--- config.mk ---
export PLATFORM = sky130hd
export DESIGN_NAME = handle_sprite_overlay_blend_core_flat
export DESIGN_NICKNAME = d
export VERILOG_FILES = /design/src/design/hsob_pkg.sv /design/src/design/hsob_if.sv /design/src/design/hsob_cfg.sv /design/src/design/hsob_geom.sv /design/src/design/hsob_sqrt_stage.sv /design/src/design/hsob_shade.sv /design/src/design/hsob_blend.sv /design/src/design/handle_sprite_overlay_blend_core.sv /design/src/flat_wrapper.sv
export SDC_FILE = /design/constraint.sdc
export NUM_CORES = 2
export LEC_CHECK = 0
export BUFFER_PORTS_ARGS = -buffer_cell sky130_fd_sc_hd__buf_4
export CAP_MARGIN = 10
export CORE_UTILIZATION = 30
export DETAILED_ROUTE_END_ITERATION = 8
export GPL_TIMING_DRIVEN = 1
export SYNTH_ARGS = -nofsm -noshare
export SYNTH_HDL_FRONTEND = slang
export SYNTH_SLANG_ARGS = --single-unit
--- constraint.sdc ---
create_clock -name i_clk -period 10.3 [get_ports i_clk]
set_input_delay 1.545 -clock i_clk [delete_from_list [all_inputs] [get_ports i_clk]]
set_output_delay 1.545 -clock i_clk [all_outputs]
set_load 0.05 [all_outputs]
--- src/design/hsob_pkg.sv ---
`default_nettype none
// ----------------------------------------------------------------------------
// hsob_pkg
// Types, register codes and helpers shared by the handle overlay blender.
// ----------------------------------------------------------------------------
package hsob_pkg;

    localparam int PIX_W             = 8;
    localparam int SPAN_W            = 7;
    localparam int RGBA_W            = 32;
    localparam int ADDR_W            = 5;
    localparam int DATA_W            = 32;
    localparam int ROOT_W            = 14;
    localparam int ROOT_STEPS        = 7;
    localparam int ACC_W             = 16;
    localparam int MAX_HALF_SIZE_DEF = 127;

    typedef enum logic [2:0] {
        REG_SHAPE_KIND    = 3'd0,
        REG_BLEND_MODE    = 3'd1,
        REG_HALF_SIZE     = 3'd2,
        REG_FILL_ENABLE   = 3'd3,
        REG_STROKE_ENABLE = 3'd4,
        REG_FILL_RGBA     = 3'd5,
        REG_STROKE_RGBA   = 3'd6
    } t_reg_idx;

    typedef enum logic [1:0] {
        SHAPE_SQUARE  = 2'd0,
        SHAPE_DIAMOND = 2'd1,
        SHAPE_CIRCLE  = 2'd2,
        SHAPE_CROSS   = 2'd3
    } t_shape;

    typedef enum logic [1:0] {
        CLS_NONE   = 2'd0,
        CLS_FILL   = 2'd1,
        CLS_STROKE = 2'd2
    } t_class;

    typedef struct packed {
        t_shape              shape_kind;
        logic                blend_mode;
        logic [SPAN_W-1:0]   span;
        logic                fill_enable;
        logic                stroke_enable;
        logic [RGBA_W-1:0]   fill_rgba;
        logic [RGBA_W-1:0]   stroke_rgba;
        logic [2*PIX_W-1:0]  side_sq;
    } t_cfg;

    // channel 0 red, 1 green, 2 blue
    typedef struct packed {
        logic [PIX_W-1:0]        column;
        logic [PIX_W-1:0]        line;
        logic [2:0][PIX_W-1:0]   bg;
    } t_in;

    typedef struct packed {
        logic                    pass;
        logic [SPAN_W-1:0]       dx;
        logic [SPAN_W-1:0]       dy;
        logic [2:0][PIX_W-1:0]   bg;
    } t_pix;

    typedef struct packed {
        logic [ROOT_W-1:0] op;
        logic [ROOT_W-1:0] res;
    } t_root;

    typedef struct packed {
        logic                    pass;
        logic [2:0][PIX_W-1:0]   bg;
        logic [2:0][ACC_W-1:0]   acc;
    } t_mix;

    // one step of the bitwise integer square root, bit pair b
    function automatic t_root root_step(t_root r, int b);
        logic [ROOT_W-1:0] one;
        logic [ROOT_W-1:0] trial;
        t_root             o;
        one   = ROOT_W'(1) << (2 * b);
        trial = r.res + one;
        if (r.op >= trial) begin
            o.op  = r.op - trial;
            o.res = (r.res >> 1) + one;
        end else begin
            o.op  = r.op;
            o.res = r.res >> 1;
        end
        return o;
    endfunction

endpackage
`default_nettype wire

--- src/design/hsob_if.sv ---
`default_nettype none
// ----------------------------------------------------------------------------
// hsob_pix_if / hsob_rgb_if
// Valid/ready channels for background pixels in and blended pixels out.
// ----------------------------------------------------------------------------
interface hsob_pix_if;
    import hsob_pkg::*;

    logic             valid;
    logic             ready;
    logic [PIX_W-1:0] column;
    logic [PIX_W-1:0] line;
    logic [PIX_W-1:0] bg_red;
    logic [PIX_W-1:0] bg_green;
    logic [PIX_W-1:0] bg_blue;

    modport source (output valid, column, line, bg_red, bg_green, bg_blue, input ready);
    modport sink   (input valid, column, line, bg_red, bg_green, bg_blue, output ready);
endinterface

interface hsob_rgb_if;
    import hsob_pkg::*;

    logic             valid;
    logic             ready;
    logic [PIX_W-1:0] out_red;
    logic [PIX_W-1:0] out_green;
    logic [PIX_W-1:0] out_blue;

    modport source (output valid, out_red, out_green, out_blue, input ready);
    modport sink   (input valid, out_red, out_green, out_blue, output ready);
endinterface
`default_nettype wire

--- src/design/hsob_cfg.sv ---
`default_nettype none
// ----------------------------------------------------------------------------
// hsob_cfg
// APB register file; saturates the span and keeps the squared box side.
// ----------------------------------------------------------------------------
module hsob_cfg #(
    parameter int MAX_HALF_SIZE = hsob_pkg::MAX_HALF_SIZE_DEF
) (
    input  wire                           i_clk,
    input  wire                           i_rst_n,
    input  wire                           psel,
    input  wire                           penable,
    input  wire                           pwrite,
    input  wire  [hsob_pkg::ADDR_W-1:0]   paddr,
    input  wire  [hsob_pkg::DATA_W-1:0]   pwdata,
    output logic [hsob_pkg::DATA_W-1:0]   prdata,
    output logic                          pready,
    output hsob_pkg::t_cfg                o_cfg
);
    import hsob_pkg::*;

    localparam int                SPAN_MAX = (MAX_HALF_SIZE < (2**SPAN_W - 1)) ?
                                             MAX_HALF_SIZE : (2**SPAN_W - 1);
    localparam logic [SPAN_W-1:0] SPAN_CAP = SPAN_W'(SPAN_MAX);

    t_shape              r_shape_kind;
    logic                r_blend_mode;
    logic [SPAN_W-1:0]   r_half_size;
    logic                r_fill_enable;
    logic                r_stroke_enable;
    logic [RGBA_W-1:0]   r_fill_rgba;
    logic [RGBA_W-1:0]   r_stroke_rgba;
    logic [2*PIX_W-1:0]  r_side_sq;
    logic [SPAN_W-1:0]   span;
    logic [PIX_W-1:0]    side;
    logic                wr;
    t_reg_idx            idx;

    assign pready = 1'b1;
    assign wr     = psel & penable & pwrite & pready;
    assign idx    = t_reg_idx'(paddr[ADDR_W-1:2]);
    assign span   = (r_half_size > SPAN_CAP) ? SPAN_CAP : r_half_size;
    assign side   = {span, 1'b1};

    always_ff @(posedge i_clk) begin
        if (!i_rst_n) begin
            r_shape_kind    <= SHAPE_SQUARE;
            r_blend_mode    <= 1'b0;
            r_half_size     <= SPAN_W'(3);
            r_fill_enable   <= 1'b1;
            r_stroke_enable <= 1'b0;
            r_fill_rgba     <= RGBA_W'(32'h0000_00ff);
            r_stroke_rgba   <= RGBA_W'(32'h0000_00ff);
        end else if (wr) begin
            case (idx)
                REG_SHAPE_KIND:    r_shape_kind    <= t_shape'(pwdata[1:0]);
                REG_BLEND_MODE:    r_blend_mode    <= pwdata[0];
                REG_HALF_SIZE:     r_half_size     <= pwdata[SPAN_W-1:0];
                REG_FILL_ENABLE:   r_fill_enable   <= pwdata[0];
                REG_STROKE_ENABLE: r_stroke_enable <= pwdata[0];
                REG_FILL_RGBA:     r_fill_rgba     <= pwdata[RGBA_W-1:0];
                REG_STROKE_RGBA:   r_stroke_rgba   <= pwdata[RGBA_W-1:0];
                default: ;
            endcase
        end
    end

    always_ff @(posedge i_clk) begin
        r_side_sq <= (2*PIX_W)'(side) * (2*PIX_W)'(side);
    end

    always_comb begin
        case (idx)
            REG_SHAPE_KIND:    prdata = DATA_W'(r_shape_kind);
            REG_BLEND_MODE:    prdata = DATA_W'(r_blend_mode);
            REG_HALF_SIZE:     prdata = DATA_W'(r_half_size);
            REG_FILL_ENABLE:   prdata = DATA_W'(r_fill_enable);
            REG_STROKE_ENABLE: prdata = DATA_W'(r_stroke_enable);
            REG_FILL_RGBA:     prdata = DATA_W'(r_fill_rgba);
            REG_STROKE_RGBA:   prdata = DATA_W'(r_stroke_rgba);
            default:           prdata = '0;
        endcase
    end

    assign o_cfg.shape_kind    = r_shape_kind;
    assign o_cfg.blend_mode    = r_blend_mode;
    assign o_cfg.span          = span;
    assign o_cfg.fill_enable   = r_fill_enable;
    assign o_cfg.stroke_enable = r_stroke_enable;
    assign o_cfg.fill_rgba     = r_fill_rgba;
    assign o_cfg.stroke_rgba   = r_stroke_rgba;
    assign o_cfg.side_sq       = r_side_sq;

endmodule
`default_nettype wire

--- src/design/hsob_geom.sv ---
`default_nettype none
// ----------------------------------------------------------------------------
// hsob_geom
// Distances from the box centre, bypass decision and circle radicands.
// ----------------------------------------------------------------------------
module hsob_geom (
    input  wire               i_clk,
    input  wire               i_en,
    input  hsob_pkg::t_in     i_in,
    input  hsob_pkg::t_cfg    i_cfg,
    output hsob_pkg::t_pix    o_pix,
    output hsob_pkg::t_root   o_z,
    output hsob_pkg::t_root   o_s
);
    import hsob_pkg::*;

    t_pix                r_pix;
    t_root               r_z;
    t_root               r_s;
    t_pix                n_pix;
    t_root               n_z;
    t_root               n_s;
    logic [PIX_W-1:0]    two_c;
    logic [PIX_W-1:0]    c_ext;
    logic [PIX_W-1:0]    dxw;
    logic [PIX_W-1:0]    dyw;
    logic [PIX_W-1:0]    dy1;
    logic [2*SPAN_W-1:0] sq_z;
    logic [2*PIX_W-1:0]  sq_s;
    logic [2*PIX_W-1:0]  rad_z;
    logic [2*PIX_W-1:0]  rad_s;

    always_comb begin
        c_ext = PIX_W'(i_cfg.span);
        two_c = {i_cfg.span, 1'b0};
        dxw   = (i_in.column >= c_ext) ? i_in.column - c_ext : c_ext - i_in.column;
        dyw   = (i_in.line >= c_ext) ? i_in.line - c_ext : c_ext - i_in.line;
        dy1   = PIX_W'(dyw[SPAN_W-1:0]) + PIX_W'(1);
        sq_z  = (2*SPAN_W)'(dyw[SPAN_W-1:0]) * (2*SPAN_W)'(dyw[SPAN_W-1:0]);
        sq_s  = (2*PIX_W)'(dy1) * (2*PIX_W)'(dy1);
        rad_z = i_cfg.side_sq - {sq_z, 2'b00};
        rad_s = i_cfg.side_sq - {sq_s[2*PIX_W-3:0], 2'b00};

        n_pix.pass = (i_cfg.span == '0)
                   | (~i_cfg.fill_enable & ~i_cfg.stroke_enable)
                   | (i_in.column > two_c) | (i_in.line > two_c);
        n_pix.dx   = dxw[SPAN_W-1:0];
        n_pix.dy   = dyw[SPAN_W-1:0];
        n_pix.bg   = i_in.bg;

        // z(a) = isqrt(floor(radicand / 4))
        n_z.op  = rad_z[2*PIX_W-1:2];
        n_z.res = '0;
        n_s.op  = rad_s[2*PIX_W-1:2];
        n_s.res = '0;
    end

    always_ff @(posedge i_clk) begin
        if (i_en) begin
            r_pix <= n_pix;
            r_z   <= n_z;
            r_s   <= n_s;
        end
    end

    assign o_pix = r_pix;
    assign o_z   = r_z;
    assign o_s   = r_s;

endmodule
`default_nettype wire

--- src/design/hsob_sqrt_stage.sv ---
`default_nettype none
// ----------------------------------------------------------------------------
// hsob_sqrt_stage
// A few bit pairs of the two square root lanes, then a register.
// ----------------------------------------------------------------------------
module hsob_sqrt_stage #(
    parameter int FIRST_BIT = 6,
    parameter int NUM_STEPS = 4
) (
    input  wire               i_clk,
    input  wire               i_en,
    input  hsob_pkg::t_pix    i_pix,
    input  hsob_pkg::t_root   i_z,
    input  hsob_pkg::t_root   i_s,
    output hsob_pkg::t_pix    o_pix,
    output hsob_pkg::t_root   o_z,
    output hsob_pkg::t_root   o_s
);
    import hsob_pkg::*;

    t_pix  r_pix;
    t_root r_z;
    t_root r_s;
    t_root n_z;
    t_root n_s;

    always_comb begin
        n_z = i_z;
        n_s = i_s;
        for (int i = 0; i < NUM_STEPS; i++) begin
            n_z = root_step(n_z, FIRST_BIT - i);
            n_s = root_step(n_s, FIRST_BIT - i);
        end
    end

    always_ff @(posedge i_clk) begin
        if (i_en) begin
            r_pix <= i_pix;
            r_z   <= n_z;
            r_s   <= n_s;
        end
    end

    assign o_pix = r_pix;
    assign o_z   = r_z;
    assign o_s   = r_s;

endmodule
`default_nettype wire

--- src/design/hsob_shade.sv ---
`default_nettype none
// ----------------------------------------------------------------------------
// hsob_shade
// Classifies the pixel, picks its colour and forms the blend numerators.
// ----------------------------------------------------------------------------
module hsob_shade (
    input  wire                          i_clk,
    input  wire                          i_en,
    input  hsob_pkg::t_pix               i_pix,
    input  wire  [hsob_pkg::SPAN_W-1:0]  i_z,
    input  wire  [hsob_pkg::SPAN_W-1:0]  i_s,
    input  hsob_pkg::t_cfg               i_cfg,
    output hsob_pkg::t_mix               o_mix
);
    import hsob_pkg::*;

    t_mix              r_mix;
    t_mix              n_mix;
    t_class            cls;
    logic [SPAN_W-1:0] c;
    logic [SPAN_W-1:0] c_dy;
    logic              s_neg;
    logic [RGBA_W-1:0] fill_c;
    logic [RGBA_W-1:0] strk_c;
    logic [RGBA_W-1:0] colour;
    logic [PIX_W-1:0]  alpha;
    logic [PIX_W-1:0]  cb;
    logic [PIX_W-1:0]  b;

    always_comb begin
        c     = i_cfg.span;
        c_dy  = c - i_pix.dy;
        s_neg = (i_pix.dy == c);

        case (i_cfg.shape_kind)
            SHAPE_SQUARE: begin
                cls = ((i_pix.dx == c) || (i_pix.dy == c)) ? CLS_STROKE : CLS_FILL;
            end
            SHAPE_DIAMOND: begin
                if (i_pix.dx == c_dy)     cls = CLS_STROKE;
                else if (i_pix.dx < c_dy) cls = CLS_FILL;
                else                      cls = CLS_NONE;
            end
            SHAPE_CIRCLE: begin
                if ((i_pix.dx == i_z)
                        || ((i_pix.dx <= i_z) && (s_neg || (i_pix.dx > i_s))))
                    cls = CLS_STROKE;
                else if (!s_neg && (i_pix.dx <= i_s) && (i_pix.dx < i_z))
                    cls = CLS_FILL;
                else
                    cls = CLS_NONE;
            end
            SHAPE_CROSS: begin
                cls = (i_pix.dx == i_pix.dy) ? CLS_STROKE : CLS_NONE;
            end
            default: cls = CLS_NONE;
        endcase

        fill_c = i_cfg.fill_enable ? i_cfg.fill_rgba : '0;
        strk_c = i_cfg.stroke_enable ? i_cfg.stroke_rgba : fill_c;
        colour = (cls == CLS_STROKE) ? strk_c : fill_c;
        alpha  = colour[PIX_W-1:0];

        n_mix.pass = i_pix.pass | (cls == CLS_NONE);
        n_mix.bg   = i_pix.bg;
        for (int k = 0; k < 3; k++) begin
            cb = colour[RGBA_W-1-PIX_W*k -: PIX_W];
            b  = i_cfg.blend_mode ? (i_pix.bg[k] ^ cb) : i_pix.bg[k];
            n_mix.acc[k] = ACC_W'(ACC_W'(8'd255 - alpha) * ACC_W'(b))
                         + ACC_W'(ACC_W'(cb) * ACC_W'(alpha))
                         + ACC_W'(127);
        end
    end

    always_ff @(posedge i_clk) begin
        if (i_en) begin
            r_mix <= n_mix;
        end
    end

    assign o_mix = r_mix;

endmodule
`default_nettype wire

--- src/design/hsob_blend.sv ---
`default_nettype none
// ----------------------------------------------------------------------------
// hsob_blend
// Holds the output pixel: blend numerators divided by 255, or the background.
// ----------------------------------------------------------------------------
module hsob_blend (
    input  wire                                i_clk,
    input  wire                                i_en,
    input  hsob_pkg::t_mix                     i_mix,
    output logic [2:0][hsob_pkg::PIX_W-1:0]    o_rgb
);
    import hsob_pkg::*;

    logic [2:0][PIX_W-1:0] r_rgb;
    logic [2:0][PIX_W-1:0] n_rgb;
    logic [ACC_W:0]        q;

    // x / 255 == (x + 1 + (x >> 8)) >> 8 over the numerator range
    always_comb begin
        for (int k = 0; k < 3; k++) begin
            q = (ACC_W+1)'(i_mix.acc[k]) + (ACC_W+1)'(1)
              + (ACC_W+1)'(i_mix.acc[k][ACC_W-1:PIX_W]);
            n_rgb[k] = i_mix.pass ? i_mix.bg[k] : q[ACC_W-1:PIX_W];
        end
    end

    always_ff @(posedge i_clk) begin
        if (i_en) begin
            r_rgb <= n_rgb;
        end
    end

    assign o_rgb = r_rgb;

endmodule
`default_nettype wire

--- src/design/handle_sprite_overlay_blend_core.sv ---
`default_nettype none
// ----------------------------------------------------------------------------
// handle_sprite_overlay_blend_core
// Blends a square, diamond, circle or cross handle over background pixels.
// Takes one pixel per clock, while the output is not stalled, through six
// register stages: input register, geometry and radicands, two stages of
// the integer square root lanes for the circle edge, shading with the blend
// products, and the divide-by-255 output register. Every stage stalls only
// when it is full and the stage after it does not advance, so bubbles are
// squeezed out behind a stalled output. The user must write registers over
// APB only while no pixel is in flight; the block itself does not enforce it.
// ----------------------------------------------------------------------------
module handle_sprite_overlay_blend_core #(
    parameter int MAX_HALF_SIZE = hsob_pkg::MAX_HALF_SIZE_DEF
) (
    input  wire                           i_clk,
    input  wire                           i_rst_n,
    hsob_pix_if.sink                      i_pix,
    hsob_rgb_if.source                    o_rgb,
    input  wire                           psel,
    input  wire                           penable,
    input  wire                           pwrite,
    input  wire  [hsob_pkg::ADDR_W-1:0]   paddr,
    input  wire  [hsob_pkg::DATA_W-1:0]   pwdata,
    output logic [hsob_pkg::DATA_W-1:0]   prdata,
    output logic                          pready
);
    import hsob_pkg::*;

    localparam int NSTG   = 6;
    localparam int STEPS1 = (ROOT_STEPS + 1) / 2;
    localparam int STEPS2 = ROOT_STEPS - STEPS1;

    t_cfg                  cfg;
    logic [NSTG:1]         r_v;
    logic [NSTG+1:1]       en;
    t_in                   r_s1;
    t_pix                  pix2, pix3, pix4;
    t_root                 z2, z3, z4;
    t_root                 s2, s3, s4;
    t_mix                  mix5;
    logic [2:0][PIX_W-1:0] rgb;

    hsob_cfg #(
        .MAX_HALF_SIZE (MAX_HALF_SIZE)
    ) u_cfg (
        .i_clk   (i_clk),
        .i_rst_n (i_rst_n),
        .psel    (psel),
        .penable (penable),
        .pwrite  (pwrite),
        .paddr   (paddr),
        .pwdata  (pwdata),
        .prdata  (prdata),
        .pready  (pready),
        .o_cfg   (cfg)
    );

    // stage advances when empty or when the next one advances
    always_comb begin
        en[NSTG+1] = o_rgb.ready;
        for (int k = NSTG; k >= 1; k--) begin
            en[k] = ~r_v[k] | en[k+1];
        end
    end

    assign i_pix.ready = en[1];

    always_ff @(posedge i_clk) begin
        if (!i_rst_n) begin
            r_v <= '0;
        end else begin
            if (en[1]) r_v[1] <= i_pix.valid;
            for (int k = 2; k <= NSTG; k++) begin
                if (en[k]) r_v[k] <= r_v[k-1];
            end
        end
    end

    always_ff @(posedge i_clk) begin
        if (en[1]) begin
            r_s1.column <= i_pix.column;
            r_s1.line   <= i_pix.line;
            r_s1.bg[0]  <= i_pix.bg_red;
            r_s1.bg[1]  <= i_pix.bg_green;
            r_s1.bg[2]  <= i_pix.bg_blue;
        end
    end

    hsob_geom u_geom (
        .i_clk (i_clk),
        .i_en  (en[2]),
        .i_in  (r_s1),
        .i_cfg (cfg),
        .o_pix (pix2),
        .o_z   (z2),
        .o_s   (s2)
    );

    hsob_sqrt_stage #(
        .FIRST_BIT (ROOT_STEPS - 1),
        .NUM_STEPS (STEPS1)
    ) u_sqrt_hi (
        .i_clk (i_clk),
        .i_en  (en[3]),
        .i_pix (pix2),
        .i_z   (z2),
        .i_s   (s2),
        .o_pix (pix3),
        .o_z   (z3),
        .o_s   (s3)
    );

    hsob_sqrt_stage #(
        .FIRST_BIT (STEPS2 - 1),
        .NUM_STEPS (STEPS2)
    ) u_sqrt_lo (
        .i_clk (i_clk),
        .i_en  (en[4]),
        .i_pix (pix3),
        .i_z   (z3),
        .i_s   (s3),
        .o_pix (pix4),
        .o_z   (z4),
        .o_s   (s4)
    );

    hsob_shade u_shade (
        .i_clk (i_clk),
        .i_en  (en[5]),
        .i_pix (pix4),
        .i_z   (z4.res[SPAN_W-1:0]),
        .i_s   (s4.res[SPAN_W-1:0]),
        .i_cfg (cfg),
        .o_mix (mix5)
    );

    hsob_blend u_blend (
        .i_clk (i_clk),
        .i_en  (en[6]),
        .i_mix (mix5),
        .o_rgb (rgb)
    );

    assign o_rgb.valid     = r_v[NSTG];
    assign o_rgb.out_red   = rgb[0];
    assign o_rgb.out_green = rgb[1];
    assign o_rgb.out_blue  = rgb[2];

endmodule
`default_nettype wire

--- src/flat_wrapper.sv ---
// flat-port wrapper written by rule: the top's interface ports become plain ports
module handle_sprite_overlay_blend_core_flat import hsob_pkg::*;
#(
    parameter int MAX_HALF_SIZE = hsob_pkg::MAX_HALF_SIZE_DEF
)
  (i_clk, i_rst_n, psel, penable, pwrite, paddr, pwdata, prdata, pready, i_pix_valid, i_pix_column, i_pix_line, i_pix_bg_red, i_pix_bg_green, i_pix_bg_blue, i_pix_ready, o_rgb_valid, o_rgb_out_red, o_rgb_out_green, o_rgb_out_blue, o_rgb_ready);
  hsob_pix_if i_pix_i ();
  hsob_rgb_if o_rgb_i ();
  input  wire i_clk;
  input  wire i_rst_n;
  input  wire psel;
  input  wire penable;
  input  wire pwrite;
  input  wire  [hsob_pkg::ADDR_W-1:0] paddr;
  input  wire  [hsob_pkg::DATA_W-1:0] pwdata;
  output logic [hsob_pkg::DATA_W-1:0] prdata;
  output logic pready;
  input wire logic [$bits(i_pix_i.valid)-1:0] i_pix_valid;
  input wire logic [$bits(i_pix_i.column)-1:0] i_pix_column;
  input wire logic [$bits(i_pix_i.line)-1:0] i_pix_line;
  input wire logic [$bits(i_pix_i.bg_red)-1:0] i_pix_bg_red;
  input wire logic [$bits(i_pix_i.bg_green)-1:0] i_pix_bg_green;
  input wire logic [$bits(i_pix_i.bg_blue)-1:0] i_pix_bg_blue;
  output wire logic [$bits(i_pix_i.ready)-1:0] i_pix_ready;
  output wire logic [$bits(o_rgb_i.valid)-1:0] o_rgb_valid;
  output wire logic [$bits(o_rgb_i.out_red)-1:0] o_rgb_out_red;
  output wire logic [$bits(o_rgb_i.out_green)-1:0] o_rgb_out_green;
  output wire logic [$bits(o_rgb_i.out_blue)-1:0] o_rgb_out_blue;
  input wire logic [$bits(o_rgb_i.ready)-1:0] o_rgb_ready;
  assign i_pix_i.valid = i_pix_valid;
  assign i_pix_i.column = i_pix_column;
  assign i_pix_i.line = i_pix_line;
  assign i_pix_i.bg_red = i_pix_bg_red;
  assign i_pix_i.bg_green = i_pix_bg_green;
  assign i_pix_i.bg_blue = i_pix_bg_blue;
  assign i_pix_ready = i_pix_i.ready;
  assign o_rgb_valid = o_rgb_i.valid;
  assign o_rgb_out_red = o_rgb_i.out_red;
  assign o_rgb_out_green = o_rgb_i.out_green;
  assign o_rgb_out_blue = o_rgb_i.out_blue;
  assign o_rgb_i.ready = o_rgb_ready;
  handle_sprite_overlay_blend_core #(.MAX_HALF_SIZE(MAX_HALF_SIZE)) u_core (.i_clk(i_clk), .i_rst_n(i_rst_n), .i_pix(i_pix_i), .o_rgb(o_rgb_i), .psel(psel), .penable(penable), .pwrite(pwrite), .paddr(paddr), .pwdata(pwdata), .prdata(prdata), .pready(pready));
endmodule
# Yosys cells after proc, flatten, opt, wreduce, memory -nomap -nowiden

Index checks and enable logic that the tools add are counted.

Eq/ne operators: 15
Mux-type cells: 34
Shift operators: 0
Multiply operators: 9
Reduce and logical (&&, ||, !) cells: 18
Bitwise logic cells: 24
$lt $le $gt $ge: 24
Divide/modulo/power cells: 0
$add $sub $neg: 57

Operator list:

| kind                                                              | number |
|---|---|
| 28-bit two-way mux                                                | 12 |
| 32-bit one-hot mux with 7 select lines                            | 1 |
| 14-bit greater-or-equal comparator                                | 12 |
| 14-bit subtractor                                                 | 10 |
| 32-bit two-way mux                                                | 3 |
| 8-bit by 8-bit multiplier with 16-bit output                      | 4 |
| 16-bit by 1-bit adder with 16-bit output (second input constant)  | 3 |
| 16-bit adder                                                      | 3 |
| 16-bit by 7-bit adder with 16-bit output (second input constant)  | 3 |
| 16-bit by 8-bit adder with 16-bit output                          | 3 |
| 8-bit two-way mux                                                 | 6 |
| 7-bit == test                                                     | 5 |
| 7-bit two-way mux                                                 | 5 |
| 7-bit subtractor                                                  | 5 |
| 16-bit by 8-bit multiplier with 16-bit output                     | 2 |
| 16-bit subtractor                                                 | 2 |
| 13-bit by 11-bit adder with 14-bit output (second input constant) | 2 |
| 13-bit by 3-bit adder with 14-bit output (second input constant)  | 2 |
| 13-bit by 5-bit adder with 14-bit output (second input constant)  | 2 |
| 13-bit by 7-bit adder with 14-bit output (second input constant)  | 2 |
| 13-bit by 9-bit adder with 14-bit output (second input constant)  | 2 |
| 14-bit by 1-bit adder with 14-bit output (second input constant)  | 2 |
| 14-bit by 11-bit adder with 14-bit output (second input constant) | 2 |
| 14-bit by 3-bit adder with 14-bit output (second input constant)  | 2 |
| 36 further kinds                                                  | 86 |

Bits in registers: 450
Memories: 0
Bits in read-only memories: 0
Word-level logic and storage cells: 238
Memory bits (writable): 0
Output and inout port bits: 59
Bits in latches: 0

# Logic depth before layout (Yosys ltp)

Depth in word-level cells: 16
Depth in mapped cells: 42
Mapped depth without buffers: 37

# By module

A second synthesis with hierarchy kept.

Cells, all modules: 6281
Area, all modules: 57477.6 sq um

By module, submodules not included:

| module                             | cells each | times used | area each (sq um) |
|---|---|---|---|
| hsob_shade                         | 2245       | 1          | 20370.8 |
| hsob_sqrt_stage (u_core.u_sqrt_hi) | 1187       | 1          | 10722.8 |
| hsob_sqrt_stage (u_core.u_sqrt_lo) | 1162       | 1          | 10196.0 |
| hsob_geom                          | 782        | 1          | 7583.5 |
| hsob_cfg                           | 625        | 1          | 5220.0 |
| hsob_blend                         | 214        | 1          | 1949.4 |
| handle_sprite_overlay_blend_core   | 66         | 1          | 1435.1 |

# Least setup slack after synthesis

No wires, ideal clock.

Kind: reg2reg
Start point: reg u_core.u_cfg.r_half_size[0]
End point: reg u_core.u_shade.r_mix, in the netlist u_core.u_shade.o_mix[46] (data pin)
Setup time: 0.266 ns
Arrival: 8.807 ns
Path slack: 1.227 ns
Period minus slack after synthesis: 9.073 ns
Stages on the path, launching flop included: 38
Path through: dfxtp_1 -> buf_2 -> inv_1 -> ha_1 -> fa_1 -> nor2b_1 -> o21ai_0 -> nand2b_1 -> a21o_1 -> a21oi_1 -> xnor2_1 -> ha_1 -> inv_1 -> o221a_2 -> a2111oi_4 -> clkbuf_1 -> clkbuf_1 -> nand3_1 -> [... 2 more ...] -> fa_1 -> inv_1 -> fa_1 -> fa_1 -> fa_1 -> fa_1 -> inv_1 -> fa_1 -> inv_1 -> ha_1 -> a21oi_1 -> o21bai_1 -> a21oi_1 -> nor2b_1 -> o21a_1 -> o31a_1 -> o41ai_1 -> xnor2_1

RTL lines:

| element                | RTL line         | source |
|---|---|---|
| from (decl)            | hsob_cfg.sv:28   | `logic [SPAN_W-1:0] r_half_size;` |
| from (signal assigned) | hsob_cfg.sv:58   | `REG_HALF_SIZE: r_half_size <= pwdata[SPAN_W-1:0];` |
| to (signal assigned)   | hsob_shade.sv:77 | `r_mix <= n_mix;` |
| to (decl)              | hsob_shade.sv:17 | `t_mix r_mix;` |

==> summary.txt <==
Layout
  • Filler cell count in the final layout: roughly 13000
  • Final layout net count: 5082
  • Post-layout instance count excluding filler cells: 5995
  • Fraction of layout cells with a size suffix above 1: 0.0866
  • Share of the core filled with cells in the final layout: 0.341
  • Layout overhead on the synthesized area: 12.6%
  • Post-route design area: 45000 µm²

Clock network
  • Insertion delay of the later-clocked pin in the worst-skew pair: 630 ps
  • Cts bufs inserted: 52
  • Buffer count from post-CTS setup fixing: 0
  • Worst-path clk slew: ~60 ps
  • Hold-fix buffer count after cts: 0
  • Maximum clock path buffer count: 3
  • Root buffer selected by CTS: clkbuf_16
  • Total clock sinks: approximately 430
  • Maximum level of the CTS H-tree: 2
  • Post-cts repair resize count: 0
  • Clock tree from TritonCTS: built

Yosys
  • Post-Synthesis Cells: ~4100
  • Count of flip-flops with a built-in enable after synthesis: between 300 and 400
  • Post-synth top area cell: edfxtp_1
  • Leading register cell type out of synthesis: edfxtp_1
  • Top cell type's share of synthesized area: 0.249
  • Number of synthesis warnings: 0
  • Portion of the post-synthesis area used by sequential elements: 0.297
  • Top cells by area in the synthesized netlist: edfxtp_1, fa_1, ha_1
  • Mean instance size in the synthesized netlist: between 9 and 10 µm²
  • Seq cells post-synth: ~430
  • Number of library cell types mapped by synthesis: 88
  • Most frequently used cell type in the post-synthesis netlist: inv_1
  • Synthesized cell area: about 40000 µm²
  • Leading post-synthesis cells by instance count: inv_1, ha_1, nand2_1, fa_1, edfxtp_1
  • Async set or reset register ratio after synthesis: 0

Setup path
  • Maximum single-stage delay on the critical path: 710 ps
  • Crit path max fanout: 22
  • Worst reg-to-reg setup slack: between 500 and 600 ps
  • Crit end category: flop
  • Required time at the worst-slack endpoint: 10670 ps
  • Cell repeated most along the worst path: fa_1
  • Crit path max-delay cell type: a2111o_1
  • Critical path arrival: between 10000 and 15000 ps
  • Startpoint class of the critical path: flop
  • Critical path class: flop to flop

Power
  • Sequential group share of total power: 0.253
  • Leakage power: between 20 and 25 nW
  • Cell internal power dissipation: around 0.006 W
  • Maximum ir drop on the vdd rail: 0.329 mV
  • Fraction of power spent switching nets: 0.408
  • Part of the total power dissipated in combinational logic: 0.558
  • Part of the power in the clock network: 0.190
  • Net Sw Power: about 0.0040 W
  • Total power per unit cell area: ~220 nW/µm²

STA
  • Final max-slew violation count: 0
  • Setup Viol. Count Final: 0
  • Final worst-path cycle share: 0.946
  • Unrepaired setup endpoints after global routing: no
  • Transition at the pin with the smallest max-transition slack: approximately 1200 ps
  • Total count of hold-check failures in the final report: 0
  • Total negative setup slack: 0 ps
  • Crit path time final: 9740 ps
  • F_max: 103 MHz
  • Max-Slew Margin vs Limit: 0.226
  • Post-route clock skew: 25.1 ps

Routing
  • Mean number of vias per cell: just under 5
  • Final ANT Viol Nets: 0
  • Vias after detailed routing: between 20000 and 30000
  • Wire length after detailed routing: approximately 110000 µm
  • Initial DRT Pass Iterations: 6
  • Wire per inst: 18.2 µm
  • Number of DRC violations after detailed-routing iteration 0: 2208
  • DRC violations left: 0

Placed design
  • Cell area reported after detailed placement: roughly 43000 µm²
  • Port bufs: roughly 140
  • Dpl hpwl: ~86000 µm
  • Dpl cells: a little under 6000
  • Weighted congestion at the end of routability-driven global placement: 0.919

Outcome
  • Status: completed

Floorplanning
  • Die span in x: 367 µm
  • Number of placed I/O pins: between 100 and 150
  • Number of placement rows: between 100 and 150
  • Area of the die: ~130000 µm²
  • Area of the core: 132000 µm²
  • Starting Density: 0.303
  • Die extent in y: roughly 370 µm

GRT
  • Number of antenna violations at the first check in global routing: 9
  • Total Routing Usage GR: 0.159
  • Global-route wire length before repair: roughly 170000 µm
  • Leftover overflow at the end of global routing: 0
  • Maximum number of pins on one net before global-route repair: 83
  • Vias in the first global route: 28800

Job
  • Max capacitance violation total: 0

Worst hold path
  • Hold Path Class: flop to flop
-- power by group through the flow --
stage / sequential [W] / combinational (W) / clock, W
CTS: 0.00250 / 0.00552 / 0.00193
floorplan: 0.00248 / 0.00443 / 0
finish: 0.00249 / 0.00551 / 0.00187
detailed placement: 0.00253 / 0.00546 / 0
global placement: 0.00253 / 0.00540 / 0
global route: 0.00252 / 0.00621 / 0.00200
-- flip-flops by register name, summed over array words and instances (netlist names), 2 cells and up --
signal,cells
u_core.u_shade.o_mix,73
u_core.r_s1,40
u_core.u_geom.o_pix,39
u_core.u_sqrt_hi.o_pix,39
u_core.u_sqrt_lo.o_pix,39
u_core.u_cfg.r_fill_rgba,32
u_core.u_cfg.r_stroke_rgba,32
u_core.u_blend.o_rgb,24
u_core.u_sqrt_hi.o_s,18
u_core.u_sqrt_hi.o_z,18
u_core.u_geom.o_s,14
u_core.u_geom.o_z,14
u_core.u_cfg.r_side_sq,13
u_core.u_cfg.r_half_size,7
u_core.u_sqrt_lo.o_s,7
u_core.u_sqrt_lo.o_z,7
u_core.r_v,6
u_core.u_cfg.r_shape_kind,2
-- layer usage --
metal  vias to the layer above  routed length [µm]  track usage
met5                         -                  80            0
met4                        14                2570       0.0405
met3                       153                8250       0.0342
met2                       902               49400        0.252
met1                     14500               48600        0.218
li1                      14100                   -            -
-- placed cells by master (no fill, tap or decap), drive strengths merged, types with 22 or more instances in the layout --
| master | Yosys | final |
|---|---|---|
| inv | 594 | 599 |
| ha | 424 | 424 |
| nand2 | 397 | 397 |
| fa | 377 | 377 |
| edfxtp | 332 | 332 |
| nor2 | 249 | 249 |
| a21oi | 215 | 215 |
| buf | 25 | 205 |
| o21ai | 181 | 181 |
| xnor2 | 143 | 143 |
| nand3 | 110 | 110 |
| dfxtp | 95 | 95 |
| a21o | 84 | 84 |
| o21a | 76 | 76 |
| a21boi | 70 | 70 |
| clkbuf | 115 | 64 |
| xor2 | 62 | 62 |
| o211ai | 51 | 51 |
| nor2b | 42 | 42 |
| nor3 | 42 | 42 |
| nand4 | 38 | 38 |
| a22o | 37 | 37 |
| and3 | 30 | 30 |
| and2 | 27 | 27 |
| a211oi | 24 | 24 |
| mux2i | 22 | 22 |
-- logic make-up (layout without fill, tap and decap cells) --
| family | count (synthesis) | in the layout | synth area share |
|---|---|---|---|
| simple gates | 1017 | 1017 | 0.116 |
| compound gates | 841 | 841 | 0.139 |
| fa+ha+maj | 801 | 801 | 0.321 |
| buf+inv | 736 | 897 | 0.0698 |
| flops | 427 | 427 | 0.297 |
| xor+xnor | 206 | 206 | 0.0458 |
| mux | 40 | 40 | 0.0111 |
| other cells | 2 | 11 | 0.000188 |
-- worst max-delay path: cells and delay by family, from the launching register on --
kind	cells	cell delay (ps)
XOR/XNOR	2	250
AO/OA/AOI/OAI	11	3040
flip-flops	1	410
adder cells (fa/ha/maj)	10	4340
AND/OR/NAND/NOR	5	960
buffers and inverters	4	500
-- area by class of cell --
class / instances / area (µm²) / area share
Multi-Input combinational cell: 2915 / 25400 / 0.565
Sequential cell: 427 / 11900 / 0.264
Inverter: 596 / 2240 / 0.0497
Tap cell: 1755 / 2200 / 0.0488
Timing Repair Buffer: 205 / 1550 / 0.0345
Clock buffer: 64 / 1370 / 0.0305
Clock inverter: 32 / 352 / 0.00781
Antenna cell: 1 / 2.50 / 0.0000556
-- per-stage QoR --
step | setup WS, ps | hold slack (ps) | power, W
3_5_place_dp | 545 | 405 | 0.00800
3_3_place_gp | 685 | 401 | 0.00793
4_1_cts | 576 | 402 | 0.00995
2_1_floorplan | 1230 | 400 | 0.00691
5_1_grt | 65.2 | 420 | 0.0107
6_report | 557 | 407 | 0.00988
-- worst paths after layout --
path,end,cells past startpoint,startpoint
hold / removal,u_core.u_sqrt_lo.o_pix[20]$_DFFE_PP_,0,u_core.u_sqrt_hi.o_pix[20]$_DFFE_PP_
hold reg to reg,u_core.u_sqrt_lo.o_pix[20]$_DFFE_PP_,0,u_core.u_sqrt_hi.o_pix[20]$_DFFE_PP_
setup / recovery,u_core.u_shade.o_mix[30]$_DFFE_PP_,32,u_core.u_sqrt_lo.o_pix[24]$_DFFE_PP_
setup reg to reg,u_core.u_shade.o_mix[30]$_DFFE_PP_,32,u_core.u_sqrt_lo.o_pix[24]$_DFFE_PP_
(Power assumes the default switching activity.)
